**src/design/ps2h_pkg.sv**
```systemverilog
`timescale 1ns / 1ps
// -----------------------------------------------------------------------------
// ps2h_pkg
// Shared types, codes and translation tables for the scan-to-report converter.
// -----------------------------------------------------------------------------
package ps2h_pkg;

  localparam int unsigned KEY_AW      = 9;
  localparam int unsigned SLOT_COUNT  = 6;
  localparam int unsigned BASE_ROM_SZ = 132;

  localparam logic       KIND_SCAN = 1'b0;
  localparam logic       KIND_POLL = 1'b1;

  localparam logic [7:0] BYTE_EXT   = 8'hE0;
  localparam logic [7:0] BYTE_REL   = 8'hF0;
  localparam logic [7:0] BYTE_FAKE  = 8'h12;
  localparam logic [7:0] BYTE_PAUSE = 8'h77;

  localparam logic [KEY_AW-1:0] KEY_LCTRL  = 9'h014;
  localparam logic [KEY_AW-1:0] KEY_LSHIFT = 9'h012;
  localparam logic [KEY_AW-1:0] KEY_LALT   = 9'h011;
  localparam logic [KEY_AW-1:0] KEY_LGUI   = 9'h11F;
  localparam logic [KEY_AW-1:0] KEY_RCTRL  = 9'h114;
  localparam logic [KEY_AW-1:0] KEY_RSHIFT = 9'h059;
  localparam logic [KEY_AW-1:0] KEY_RALT   = 9'h111;
  localparam logic [KEY_AW-1:0] KEY_RGUI   = 9'h127;

  localparam logic [7:0] BASE_ROM [0:BASE_ROM_SZ-1] = '{
    8'h00,8'h42,8'h00,8'h3E, 8'h3C,8'h3A,8'h3B,8'h45, 8'h00,8'h43,8'h41,8'h3F,
    8'h3D,8'h2B,8'h35,8'h00, 8'h00,8'h00,8'h00,8'h00, 8'h48,8'h14,8'h1E,8'h00,
    8'h00,8'h00,8'h1D,8'h16, 8'h04,8'h1A,8'h1F,8'h00, 8'h00,8'h06,8'h1B,8'h07,
    8'h08,8'h21,8'h20,8'h00, 8'h00,8'h2C,8'h19,8'h09, 8'h17,8'h15,8'h22,8'h00,
    8'h00,8'h11,8'h05,8'h0B, 8'h0A,8'h1C,8'h23,8'h00, 8'h00,8'h00,8'h10,8'h0D,
    8'h18,8'h24,8'h25,8'h00, 8'h00,8'h36,8'h0E,8'h0C, 8'h12,8'h27,8'h26,8'h00,
    8'h00,8'h37,8'h38,8'h0F, 8'h33,8'h13,8'h2D,8'h00, 8'h00,8'h00,8'h34,8'h00,
    8'h2F,8'h2E,8'h00,8'h00, 8'h39,8'h00,8'h28,8'h30, 8'h00,8'h32,8'h00,8'h00,
    8'h00,8'h64,8'h00,8'h00, 8'h00,8'h00,8'h2A,8'h00, 8'h00,8'h59,8'h00,8'h5C,
    8'h5F,8'h00,8'h00,8'h00, 8'h62,8'h63,8'h5A,8'h5D, 8'h5E,8'h60,8'h29,8'h53,
    8'h44,8'h57,8'h5B,8'h56, 8'h55,8'h61,8'h47,8'h00, 8'h00,8'h00,8'h00,8'h40
  };

  typedef enum logic [2:0] {
    ST_CLEAR,
    ST_IDLE,
    ST_DECODE,
    ST_CHECK,
    ST_SCAN,
    ST_DRAIN,
    ST_EMIT
  } state_t;

  typedef struct packed {
    logic in_ready;
    logic clear_step;
    logic set_ext;
    logic set_rel;
    logic clr_pend;
    logic set_changed;
    logic clr_changed;
    logic rd_lctrl;
    logic key_write;
    logic report_init;
    logic scan_step;
    logic emit;
  } ctl_cmd_t;

  typedef struct packed {
    logic in_accept;
    logic kind;
    logic is_ext;
    logic is_rel;
    logic fake_shift;
    logic pause_hit;
    logic changed;
    logic cnt_last;
    logic out_busy;
  } dp_status_t;

  function automatic logic [7:0] translate(input logic [KEY_AW-1:0] key);
    logic [7:0] code;
    code = 8'h00;
    if (!key[KEY_AW-1]) begin
      if (key[7:0] < 8'(BASE_ROM_SZ)) code = BASE_ROM[key[7:0]];
    end else begin
      unique case (key[7:0])
        8'h4A:   code = 8'h54;
        8'h5A:   code = 8'h58;
        8'h69:   code = 8'h4D;
        8'h6B:   code = 8'h50;
        8'h6C:   code = 8'h4A;
        8'h70:   code = 8'h49;
        8'h71:   code = 8'h4C;
        8'h72:   code = 8'h51;
        8'h74:   code = 8'h4F;
        8'h75:   code = 8'h52;
        8'h7A:   code = 8'h4E;
        8'h7C:   code = 8'h46;
        8'h7D:   code = 8'h4B;
        default: code = 8'h00;
      endcase
    end
    return code;
  endfunction

  function automatic logic [7:0] mod_mask(input logic [KEY_AW-1:0] key);
    logic [7:0] m;
    m = 8'h00;
    m[0] = (key == KEY_LCTRL);
    m[1] = (key == KEY_LSHIFT);
    m[2] = (key == KEY_LALT);
    m[3] = (key == KEY_LGUI);
    m[4] = (key == KEY_RCTRL);
    m[5] = (key == KEY_RSHIFT);
    m[6] = (key == KEY_RALT);
    m[7] = (key == KEY_RGUI);
    return m;
  endfunction

endpackage

```
**src/design/ps2h_if.sv**
```systemverilog
`timescale 1ns / 1ps
// -----------------------------------------------------------------------------
// ps2h_in_if / ps2h_out_if
// Valid/ready channels for scan events and HID reports.
// -----------------------------------------------------------------------------
interface ps2h_in_if;
  logic       valid;
  logic       ready;
  logic       kind;
  logic [7:0] scan_byte;
  modport source (output valid, kind, scan_byte, input ready);
  modport sink   (input valid, kind, scan_byte, output ready);
endinterface

interface ps2h_out_if;
  logic       valid;
  logic       ready;
  logic [7:0] modifiers;
  logic [7:0] key_slot_0;
  logic [7:0] key_slot_1;
  logic [7:0] key_slot_2;
  logic [7:0] key_slot_3;
  logic [7:0] key_slot_4;
  logic [7:0] key_slot_5;
  modport source (output valid, modifiers, key_slot_0, key_slot_1, key_slot_2,
                  key_slot_3, key_slot_4, key_slot_5, input ready);
  modport sink   (input valid, modifiers, key_slot_0, key_slot_1, key_slot_2,
                  key_slot_3, key_slot_4, key_slot_5, output ready);
endinterface

```
**src/design/ps2h_ram.sv**
```systemverilog
`timescale 1ns / 1ps
// -----------------------------------------------------------------------------
// ps2h_ram
// Generic single-port RAM with registered read.
// -----------------------------------------------------------------------------
module ps2h_ram #(
  parameter int unsigned WIDTH = 1,
  parameter int unsigned DEPTH = 512
) (
  input  logic                     clk,
  input  logic                     we,
  input  logic [$clog2(DEPTH)-1:0] addr,
  input  logic [WIDTH-1:0]         wdata,
  output logic [WIDTH-1:0]         rdata
);
  logic [WIDTH-1:0] mem [0:DEPTH-1];

  always_ff @(posedge clk) begin
    if (we) mem[addr] <= wdata;
    rdata <= mem[addr];
  end
endmodule

```
**src/design/ps2h_ctrl.sv**
```systemverilog
`timescale 1ns / 1ps
// -----------------------------------------------------------------------------
// ps2h_ctrl
// Sequencer: map clear, byte decode, map update, report scan and emit.
// -----------------------------------------------------------------------------
module ps2h_ctrl (
  input  logic                clk,
  input  logic                rst,
  input  ps2h_pkg::dp_status_t st,
  output ps2h_pkg::ctl_cmd_t   cmd
);
  import ps2h_pkg::*;

  state_t state, state_next;

  always_ff @(posedge clk) begin
    if (rst) state <= ST_CLEAR;
    else     state <= state_next;
  end

  always_comb begin
    state_next = state;
    unique case (state)
      ST_CLEAR:  if (st.cnt_last) state_next = ST_IDLE;
      ST_IDLE:   if (st.in_accept) state_next = ST_DECODE;
      ST_DECODE: begin
        priority if (st.kind == KIND_POLL) state_next = st.changed ? ST_SCAN : ST_IDLE;
        else if (st.is_ext || st.is_rel || st.fake_shift) state_next = ST_IDLE;
        else state_next = ST_CHECK;
      end
      ST_CHECK:  state_next = ST_IDLE;
      ST_SCAN:   if (st.cnt_last) state_next = ST_DRAIN;
      ST_DRAIN:  state_next = ST_EMIT;
      ST_EMIT:   if (!st.out_busy) state_next = ST_IDLE;
      default:   state_next = ST_CLEAR;
    endcase
  end

  always_comb begin
    cmd = '0;
    unique case (state)
      ST_CLEAR:  cmd.clear_step = 1'b1;
      ST_IDLE:   cmd.in_ready = 1'b1;
      ST_DECODE: begin
        priority if (st.kind == KIND_POLL) begin
          cmd.clr_changed = st.changed;
          cmd.report_init = st.changed;
        end else if (st.is_ext) begin
          cmd.set_ext = 1'b1;
        end else if (st.is_rel) begin
          cmd.set_rel = 1'b1;
        end else if (st.fake_shift) begin
          cmd.clr_pend = 1'b1;
        end else begin
          cmd.rd_lctrl = 1'b1;
        end
      end
      ST_CHECK: begin
        cmd.clr_pend    = 1'b1;
        cmd.key_write   = !st.pause_hit;
        cmd.set_changed = !st.pause_hit;
      end
      ST_SCAN:   cmd.scan_step = 1'b1;
      ST_DRAIN:  cmd = '0;
      ST_EMIT:   cmd.emit = !st.out_busy;
      default:   cmd = '0;
    endcase
  end
endmodule

```
**src/design/ps2h_datapath.sv**
```systemverilog
`timescale 1ns / 1ps
// -----------------------------------------------------------------------------
// ps2h_datapath
// Key-down map RAM, prefix flags, scan accumulator and report register.
// -----------------------------------------------------------------------------
module ps2h_datapath #(
  parameter int unsigned KEY_SLOTS = 6
) (
  input  logic                 clk,
  input  logic                 rst,
  ps2h_in_if.sink              scan_in,
  ps2h_out_if.source           report_out,
  input  ps2h_pkg::ctl_cmd_t   cmd,
  output ps2h_pkg::dp_status_t st
);
  import ps2h_pkg::*;

  logic              kind;
  logic [7:0]        byte_q;
  logic              ext_pend, rel_pend, changed;
  logic [KEY_AW-1:0] cnt;
  logic              rd_valid;
  logic [KEY_AW-1:0] rd_key;
  logic [7:0]        mods;
  logic [7:0]        slots [0:SLOT_COUNT-1];
  logic [2:0]        slot_cnt;
  logic              out_valid;

  logic              ram_we, ram_wdata, ram_rdata;
  logic [KEY_AW-1:0] ram_addr;
  logic [7:0]        code;

  assign scan_in.ready = cmd.in_ready;

  always_ff @(posedge clk) begin
    if (scan_in.valid && cmd.in_ready) begin
      kind   <= scan_in.kind;
      byte_q <= scan_in.scan_byte;
    end
  end

  always_ff @(posedge clk) begin
    if (rst) begin
      ext_pend <= 1'b0;
      rel_pend <= 1'b0;
      changed  <= 1'b0;
      cnt      <= '0;
      rd_valid <= 1'b0;
    end else begin
      if (cmd.set_ext) ext_pend <= 1'b1;
      if (cmd.set_rel) rel_pend <= 1'b1;
      if (cmd.clr_pend) begin
        ext_pend <= 1'b0;
        rel_pend <= 1'b0;
      end
      if (cmd.set_changed) changed <= 1'b1;
      if (cmd.clr_changed) changed <= 1'b0;
      if (cmd.clear_step || cmd.scan_step) cnt <= cnt + 1'b1;
      rd_valid <= cmd.scan_step;
    end
  end

  always_comb begin
    ram_we    = 1'b0;
    ram_wdata = 1'b0;
    ram_addr  = cnt;
    priority if (cmd.clear_step) begin
      ram_we = 1'b1;
    end else if (cmd.key_write) begin
      ram_we    = 1'b1;
      ram_wdata = !rel_pend;
      ram_addr  = {ext_pend, byte_q};
    end else if (cmd.rd_lctrl) begin
      ram_addr = KEY_LCTRL;
    end else begin
      ram_addr = cnt;
    end
  end

  ps2h_ram #(.WIDTH(1), .DEPTH(2**KEY_AW)) u_map (
    .clk   (clk),
    .we    (ram_we),
    .addr  (ram_addr),
    .wdata (ram_wdata),
    .rdata (ram_rdata)
  );

  always_ff @(posedge clk) begin
    rd_key <= cnt;
  end

  assign code = translate(rd_key);

  always_ff @(posedge clk) begin
    if (cmd.report_init) begin
      mods     <= '0;
      slot_cnt <= '0;
      for (int i = 0; i < SLOT_COUNT; i++) slots[i] <= '0;
    end else if (rd_valid && ram_rdata) begin
      mods <= mods | mod_mask(rd_key);
      if (code != 8'h00 && slot_cnt < 3'(KEY_SLOTS)) begin
        slots[slot_cnt] <= code;
        slot_cnt        <= slot_cnt + 1'b1;
      end
    end
  end

  always_ff @(posedge clk) begin
    if (rst) begin
      out_valid <= 1'b0;
    end else if (cmd.emit) begin
      out_valid <= 1'b1;
    end else if (report_out.ready) begin
      out_valid <= 1'b0;
    end
  end

  always_ff @(posedge clk) begin
    if (cmd.emit) begin
      report_out.modifiers  <= mods;
      report_out.key_slot_0 <= slots[0];
      report_out.key_slot_1 <= slots[1];
      report_out.key_slot_2 <= slots[2];
      report_out.key_slot_3 <= slots[3];
      report_out.key_slot_4 <= slots[4];
      report_out.key_slot_5 <= slots[5];
    end
  end

  assign report_out.valid = out_valid;

  assign st.in_accept  = scan_in.valid && cmd.in_ready;
  assign st.kind       = kind;
  assign st.is_ext     = (byte_q == BYTE_EXT);
  assign st.is_rel     = (byte_q == BYTE_REL);
  assign st.fake_shift = ext_pend && (byte_q == BYTE_FAKE);
  assign st.pause_hit  = !ext_pend && (byte_q == BYTE_PAUSE) && ram_rdata;
  assign st.changed    = changed;
  assign st.cnt_last   = (cnt == '1);
  assign st.out_busy   = out_valid && !report_out.ready;
endmodule

```
**src/design/ps2_scan_to_hid_report.sv**
```systemverilog
`timescale 1ns / 1ps
// -----------------------------------------------------------------------------
// ps2_scan_to_hid_report
// PS/2 set-2 scan bytes and host polls in, HID boot keyboard reports out.
// -----------------------------------------------------------------------------
//  channel     dir  transaction
//  scan_in     in   kind + scan_byte (scan byte or host poll)
//  report_out  out  modifiers + key_slot_0..5
//
//  Key byte: accept, decode (map read of left ctrl), then check and map write;
//  prefix byte or extended 0x12: accept, decode.
//  Poll with changes: accept, decode, 512-entry map scan, drain, emit; one
//  key per cycle through the single map RAM port; idle poll: accept, decode.
//  After reset, a pass clears all 512 map entries; scan_in.ready stays low.
//  A report waits in the output register; a stalled report holds the next
//  poll in the emit step only.
// -----------------------------------------------------------------------------
module ps2_scan_to_hid_report #(
  parameter int unsigned KEY_SLOTS = 6
) (
  input logic         clk,
  input logic         rst,
  ps2h_in_if.sink     scan_in,
  ps2h_out_if.source  report_out
);
  import ps2h_pkg::*;

  ctl_cmd_t   cmd;
  dp_status_t st;

  ps2h_ctrl u_ctrl (
    .clk (clk),
    .rst (rst),
    .st  (st),
    .cmd (cmd)
  );

  ps2h_datapath #(.KEY_SLOTS(KEY_SLOTS)) u_dp (
    .clk        (clk),
    .rst        (rst),
    .scan_in    (scan_in),
    .report_out (report_out),
    .cmd        (cmd),
    .st         (st)
  );
endmodule

```
**src/flat_wrapper.sv**
```systemverilog
// flat-port wrapper written by rule: the top's interface ports become plain ports
module ps2_scan_to_hid_report_flat import ps2h_pkg::*;
#(
  parameter int unsigned KEY_SLOTS = 6
)
  (clk, rst, scan_in_valid, scan_in_kind, scan_in_scan_byte, scan_in_ready, report_out_valid, report_out_modifiers, report_out_key_slot_0, report_out_key_slot_1, report_out_key_slot_2, report_out_key_slot_3, report_out_key_slot_4, report_out_key_slot_5, report_out_ready);
  ps2h_in_if scan_in_i ();
  ps2h_out_if report_out_i ();
  input logic clk;
  input logic rst;
  input wire logic [$bits(scan_in_i.valid)-1:0] scan_in_valid;
  input wire logic [$bits(scan_in_i.kind)-1:0] scan_in_kind;
  input wire logic [$bits(scan_in_i.scan_byte)-1:0] scan_in_scan_byte;
  output wire logic [$bits(scan_in_i.ready)-1:0] scan_in_ready;
  output wire logic [$bits(report_out_i.valid)-1:0] report_out_valid;
  output wire logic [$bits(report_out_i.modifiers)-1:0] report_out_modifiers;
  output wire logic [$bits(report_out_i.key_slot_0)-1:0] report_out_key_slot_0;
  output wire logic [$bits(report_out_i.key_slot_1)-1:0] report_out_key_slot_1;
  output wire logic [$bits(report_out_i.key_slot_2)-1:0] report_out_key_slot_2;
  output wire logic [$bits(report_out_i.key_slot_3)-1:0] report_out_key_slot_3;
  output wire logic [$bits(report_out_i.key_slot_4)-1:0] report_out_key_slot_4;
  output wire logic [$bits(report_out_i.key_slot_5)-1:0] report_out_key_slot_5;
  input wire logic [$bits(report_out_i.ready)-1:0] report_out_ready;
  assign scan_in_i.valid = scan_in_valid;
  assign scan_in_i.kind = scan_in_kind;
  assign scan_in_i.scan_byte = scan_in_scan_byte;
  assign scan_in_ready = scan_in_i.ready;
  assign report_out_valid = report_out_i.valid;
  assign report_out_modifiers = report_out_i.modifiers;
  assign report_out_key_slot_0 = report_out_i.key_slot_0;
  assign report_out_key_slot_1 = report_out_i.key_slot_1;
  assign report_out_key_slot_2 = report_out_i.key_slot_2;
  assign report_out_key_slot_3 = report_out_i.key_slot_3;
  assign report_out_key_slot_4 = report_out_i.key_slot_4;
  assign report_out_key_slot_5 = report_out_i.key_slot_5;
  assign report_out_i.ready = report_out_ready;
  ps2_scan_to_hid_report #(.KEY_SLOTS(KEY_SLOTS)) u_core (.clk(clk), .rst(rst), .scan_in(scan_in_i), .report_out(report_out_i));
endmodule
```
**config.mk**
```make
export PLATFORM = sky130hd
export DESIGN_NAME = ps2_scan_to_hid_report_flat
export DESIGN_NICKNAME = d
export VERILOG_FILES = /design/src/design/ps2h_pkg.sv /design/src/design/ps2h_if.sv /design/src/design/ps2h_ram.sv /design/src/design/ps2h_ctrl.sv /design/src/design/ps2h_datapath.sv /design/src/design/ps2_scan_to_hid_report.sv /design/src/flat_wrapper.sv
export SDC_FILE = /design/constraint.sdc
export NUM_CORES = 1
export LEC_CHECK = 0
export BUFFER_PORTS_ARGS = -buffer_cell sky130_fd_sc_hd__buf_2
export CAP_MARGIN = 20
export CORE_ASPECT_RATIO = 1.2
export CORE_UTILIZATION = 60
export CTS_BUF_LIST = sky130_fd_sc_hd__clkbuf_4
export DETAILED_ROUTE_END_ITERATION = 10
export PLACE_DENSITY = 0.77
export SYNTH_ARGS = -nofsm -noshare
export SYNTH_HDL_FRONTEND = slang
export SYNTH_SLANG_ARGS = --single-unit
export TNS_END_PERCENT = 100
```
**constraint.sdc**
```tcl
create_clock -name clk -period 29.9 [get_ports clk]
set_clock_uncertainty 0.2 [all_clocks]
set_input_delay 2.99 -clock clk [delete_from_list [all_inputs] [get_ports clk]]
set_output_delay 2.99 -clock clk [all_outputs]
set_load 0.005 [all_outputs]
```
Yosys cells after proc, flatten, opt, wreduce, memory -nomap -nowiden --
Memory sizes are Yosys's and may differ from the RTL's. A register that Yosys moved wholly into a read port is not among the register bits. Cells that the tools add are included.
Storage, ports and cells: register bits 54, memory bits (writable) 560, memory bits (read-only) 2048, input port bits 13, memories 3
Operators by class: add/sub/neg operators 2, magnitude comparators 3, eq/ne operators 36, mux-type cells 53, bitwise gates (word level) 2, reductions and logical operators 23
Memories:
- (no name shown) | words 256, width 8, read ports 1, clocked after memory_dff 0, wr ports 0, RTL line ps2h_pkg.sv:84 | if (key[7:0] < 8'(BASE_ROM_SZ)) code = BASE_ROM[key[7:0]];
- u_core.u_dp.u_map.mem | words 512, width 1, read ports 1, clocked after memory_dff 1, wr ports 1, RTL line ps2h_ram.sv:16 | logic [WIDTH-1:0] mem [0:DEPTH-1];
- u_core.u_dp.slots | words 6, width 8, read ports 6, clocked after memory_dff 6, wr ports 6, RTL line ps2h_datapath.sv:25 | logic [7:0] slots [0:SLOT_COUNT-1];
Operators with widths (number):
- $eq A8 B7 Y1 const B | 14
- $pmux W7 S13 | 1
- $eq A9 B9 Y1 const B | 5
- $mux W8 | 5
- $mux W1 | 30
- $eq A9 B5 Y1 const B | 3
- $mux W9 | 3
- $mux W3 | 8
- $pmux W3 S7 | 1
- $eq A8 B8 Y1 const B | 2
- $add A9 B1 Y9 const B | 1
- $eq A3 B3 Y1 const B | 3
- $eq A9 B7 Y1 const B | 1
- $ge A9 B9 Y1 const B | 1
- $not A8 Y9 | 1
- $eq A8 B5 Y1 const B | 1
- $lt A8 B8 Y1 const B | 1
- $mux W2 | 4
- $or A8 B8 Y8 | 1
- $reduce_bool A8 Y1 | 1
- $reduce_or A8 Y1 | 1
- $logic_and A1 B1 Y1 | 7
- $eq A3 B2 Y1 const B | 2
- $ne A2 B1 Y1 const B | 3
- other kinds (12) | 19

Longest topological paths before layout --
word-level depth 14, gate-level depth with buffers 16, gate-level depth less buffers 12

Cells and area by module --
From an unflattened synthesis, not the netlist that was laid out.
Second synthesis, totals: cell total of the unflattened synthesis 2223, area, all modules 29326.9 um2
By module, submodules not included:
- ps2h_ram | times used 1, cells each 1579, area each 22261.4 um2, seq. area each 15394.8 um2
- ps2h_datapath | times used 1, cells each 607, area each 6764.0 um2, seq. area each 3713.6 um2
- ps2h_ctrl | times used 1, cells each 37, area each 301.5 um2, seq. area each 60.1 um2

Worst setup path after synthesis --
No wires, ideal clock.
kind reg-to-reg, start register u_core.u_ctrl.state[0], end memory u_core.u_dp.u_map.mem[0], data pin, arrival time 12.822 ns, data required time 27.125 ns, slack 14.303 ns, cell stages (with the launch flop) 6, path buffers 2, path through dfxtp_1 > and3b_1 > buf_2 > o31ai_2 > buf_2 > nor2_1
Between the ends: word-level cells in the longest chain between the ends 4, elaborated cells on any way between the ends 6, those cells by class eq/ne: 1; mux: 4; reduce/logical: 1
RTL lines:
- start, declared | RTL line ps2h_ctrl.sv:14 | state_t state, state_next;
- start signal, assigned | RTL line ps2h_ctrl.sv:18 | else state <= state_next;
- $eq A3 B2 Y1 | RTL line ps2h_ctrl.sv:41 | unique case (state)
- $mux W1 | RTL line ps2h_ctrl.sv:41
- $mux W1 | RTL line ps2h_datapath.sv:69 | end else if (cmd.key_write) begin
- $mux W1 * | RTL line ps2h_datapath.sv:67 | priority if (cmd.clear_step) begin
- named net u_core.u_dp.ram_wdata | RTL line ps2h_datapath.sv:29 | logic ram_we, ram_wdata, ram_rdata;
- end, declared | RTL line ps2h_ram.sv:16
The timed path passes the listed nets; every way through them passes the cells marked *.

Final worst setup path --
start register u_core.u_ctrl.state[0], end output scan_in_ready
Between the ends: word-level cells in the longest chain between the ends 2
RTL lines:
- $eq A3 B1 Y1 | RTL line ps2h_ctrl.sv:41
- $mux W1 | RTL line ps2h_ctrl.sv:41
- end, declared | RTL line flat_wrapper.sv:14 | output wire logic [$bits(scan_in_i.ready)-1:0] scan_in_ready;
No other way between the ends.

==> impl_metrics.csv <==
group,metric,value,unit
place,dp_cells,2841,
synthesis,synth_top_family_by_area,"compound AO/OA/AOI/OAI gates",
routing,post_drt_wl_per_cell,23.3,µm
place,place.gp.congestion,1.00,
die,num_rows,86,
critical_path,critPathBufInv,1,
sta,rsz0062_at_grt,"no",
critical_path,critPathKind,"reg2out",
clock_tree,cts_resized,0,
sta,max-slew-margin-rel,-21.4,%
sta,fin_crit_sh,17.2,%
synthesis,synth_compound_area_share,15.3,%
clock_tree,clk_path_buf_depth,3,
critical_path,cp_max_fo,8,
clock_tree,holdBufCountCts,0,
synthesis,synth_edf_count,613,
clock_tree,cts_tree,"done",
clock_tree,cts.clk_slew.worst_paths,70,ps
synthesis,synth.area.mux_share,0.342,%
die,dieWidth,200,µm
routing,num_vias,20031,
synthesis,ys_warn_count,0,
synthesis,postSynthCellCount,2323,
critical_path,critPathArrivalTime,1950,ps
die,ios,71,
grt,antenna_found_initial,5,
grt,grt_first_pass_wirelength,110000,µm
routing,drt_pre_antenna_iters,8,
critical_path,setup.worst_path.start,"u_core.u_ctrl.state[0]",
sta,layout_setup_ws,24760,ps
clock_tree,clk_latency,900,ps
critical_path,cp-end-kind,"primary output",
sta,worstMarginPinSlew,1820,ps
layout,layout.cells.non_filler,3114,
synthesis,synth-main-ff-cell,"edfxtp_1",
sta,fin_setup_tns,0,ps
clock_tree,cts_made_buffers,153,
critical_path,critical_path_depth,3,
clock_tree,h-tree-depth,4,
hold_path,hold_depth,0,
sta,slew_violations,206,
synthesis,yosysUniqueCellTypes,84,
synthesis,ys_seq_area_share,68.1,%
critical_path,startpoint_type,"flip-flop",
synthesis,syn_area,28100,µm²
hold_path,hold_path_class,"reg2reg",
sta,fmax,0.195,GHz
synthesis,synth.area.top_cells,"edfxtp_1, nor2_1, a22oi_1, dfxtp_1, a21oi_1",
synthesis,ys_ff_latch,651,
routing,routed_wirelength,72400,µm
routing,drt_iter0_markers,2827,
sta,hold_viol_final,0,
layout,drive_gt1_share,15.2,%
place,pre_cts_slack,24920,ps
grt,grt_pass1_vias,19429,
grt,grt_overflow,0,
pwr,total_leakage_power,9.17,nW
critical_path,crit_path_cell_trace,"nand2b_1, nor2_1, buf_2",
hold_path,hold_start,"u_core.u_dp.slots[1][5]",
critical_path,crit_required,26710,ps
layout,final_core_util,66.9,%
clock_tree,cts_sinks,651,
place,dp_hpwl,38700,µm
critical_path,reg2reg_depth,12,
critical_path,slowest_delay,480,ps
die,die_y,239,µm
die,die_area,47800,µm²
place,io_buffers,64,
critical_path,crit_family,"flip-flops",
clock_tree,postCtsSetupRepairBufs,0,
pwr,power-per-cell-area,76.3,nW/µm²
grt,gr-usage-all-layers,30.8,%
routing,vias_per_cell,6.43,
clock_tree,cts-root-buf,"clkbuf_4",
routing,ant_nets,0,
die,start_util,61.1,%
critical_path,cp_slowest_cell,"dfxtp_1",
synthesis,synth_xor_area_share,0.249,%
pwr,ir_drop,0.0653,mV
layout,nets,2408,
critical_path,worstReg2RegStart,"u_core.u_ctrl.state[2]",
job,drv_cap,0,
sta,fin_crit,5140,ps
run_status,status,"finished, violations left",
die,fp.coreArea,46100,µm²
routing,drt_drc_violations_left,0,
sta,setup_viol,0,
synthesis,yosys.area.top_type,"edfxtp_1",
grt,grt_max_degree,359,
run_status,violations,"slew limit",
layout,area_growth_syn_to_layout,9.57,%
synthesis,yosys.area_share.simple,12.0,%
synthesis,synthAdderAreaFrac,0.623,%
synthesis,yosysTopAreaCellShare,65.4,%
synthesis,async_flop_share,0,%
pwr,power,2.35,mW
synthesis,synth_area_per_cell,12.1,µm²
[cell type report]
cell class	count	area, µm²
well taps	616	771
diodes	5	12.5
flip-flops and latches	651	19200
fillers	3366	15200
multi-input cells	1455	8160
inverters	18	67.6
repair buffers	102	701
clock inverters	49	310
clock buffers	218	1640
[layer usage]
metal  GRT usage [%]  wire, µm
met1            37.5     25700
met2            50.8     36200
met3            5.69      6900
met4            18.8      3650
met5               0         0
[flip-flops by register name, indices dropped and copies added, names as in the netlist, 3 cells and up]
signal,count
u_core.u_dp.u_map.mem,512
u_core.u_dp.cnt,9
report_out_key_slot_0,7
u_core.u_dp.byte_q,8
report_out_key_slot_2,7
u_core.u_ctrl.state,3
u_core.u_dp.mods,8
report_out_key_slot_1,7
u_core.u_dp.slot_cnt,3
report_out_key_slot_4,7
report_out_key_slot_3,7
u_core.u_dp.report_out.key_slot_5,6
u_core.u_dp.rd_key,9
u_core.u_dp.report_out.modifiers,8
u_core.u_dp.slots,42
[worst register-to-register path: cells and delay by family, from the launching register on]
kind | cells | cell delay, ps
AOI/OAI and AO/OA | 7 | 2540
buffers and inverters | 2 | 990
and+or+nand+nor | 3 | 780
DFF | 1 | 430
[final timing paths]
check / slack (ps) / end
hold / removal: 190 / report_out_key_slot_1[5]
hold reg to reg: 190 / report_out_key_slot_1[5]
setup / recovery: 24760 / scan_in_ready
setup reg to reg: 24830 / u_core.u_dp.u_map.rdata
[Yosys cell counts, types with 9 or more instances]
master	count
a21boi_0	31
a21oi_1	134
a22oi_1	264
a31oi_1	15
buf_1	9
buf_2	56
clkbuf_1	128
dfxtp_1	38
edfxtp_1	613
ha_1	14
inv_1	16
nand2_1	76
nand2b_1	15
nand3_1	25
nand4_1	25
nor2_1	622
nor3_1	11
o211ai_1	10
o21ai_0	32
o41ai_1	34
[through the flow]
stage	cell area (µm²)	hold WS [ps]
finish	30800	189
global route	30800	194
CTS	30800	193
detailed placement	28800	205
global placement	28700	208
floorplan	28200	129
[cells by family (layout without fill, tap and decap cells)]
family                   Yosys count  in the layout
AO/OA/AOI/OAI                    601            601
other                              1             11
multiplexers                       8              8
adder cells (fa/ha/maj)           14             14
AND/OR/NAND/NOR                  818            818
buffers and inverters            222            387
flip-flops                       651            651
XOR/XNOR                           8              8
[layout by cell type, fill, tap and decap left out, types with 32 or more instances in the layout]
cell type,n
nor2_1,621
edfxtp_1,613
nand2_1,76
clkinv_1,34
dfxtp_1,37
o41ai_1,34
a22oi_1,264
buf_2,64
a21oi_1,134
o21ai_0,32
clkbuf_4,218
[where the power goes]
| group | switching (mW) | internal, mW | total, mW | leakage [nW] |
|---|---|---|---|---|
| registers | 0.0178 | 1.02 | 1.04 | 5.44 |
| clock network | 0.343 | 0.370 | 0.713 | 1.15 |
| logic | 0.429 | 0.174 | 0.602 | 2.58 |
Power figures use the tool's default switching activity.
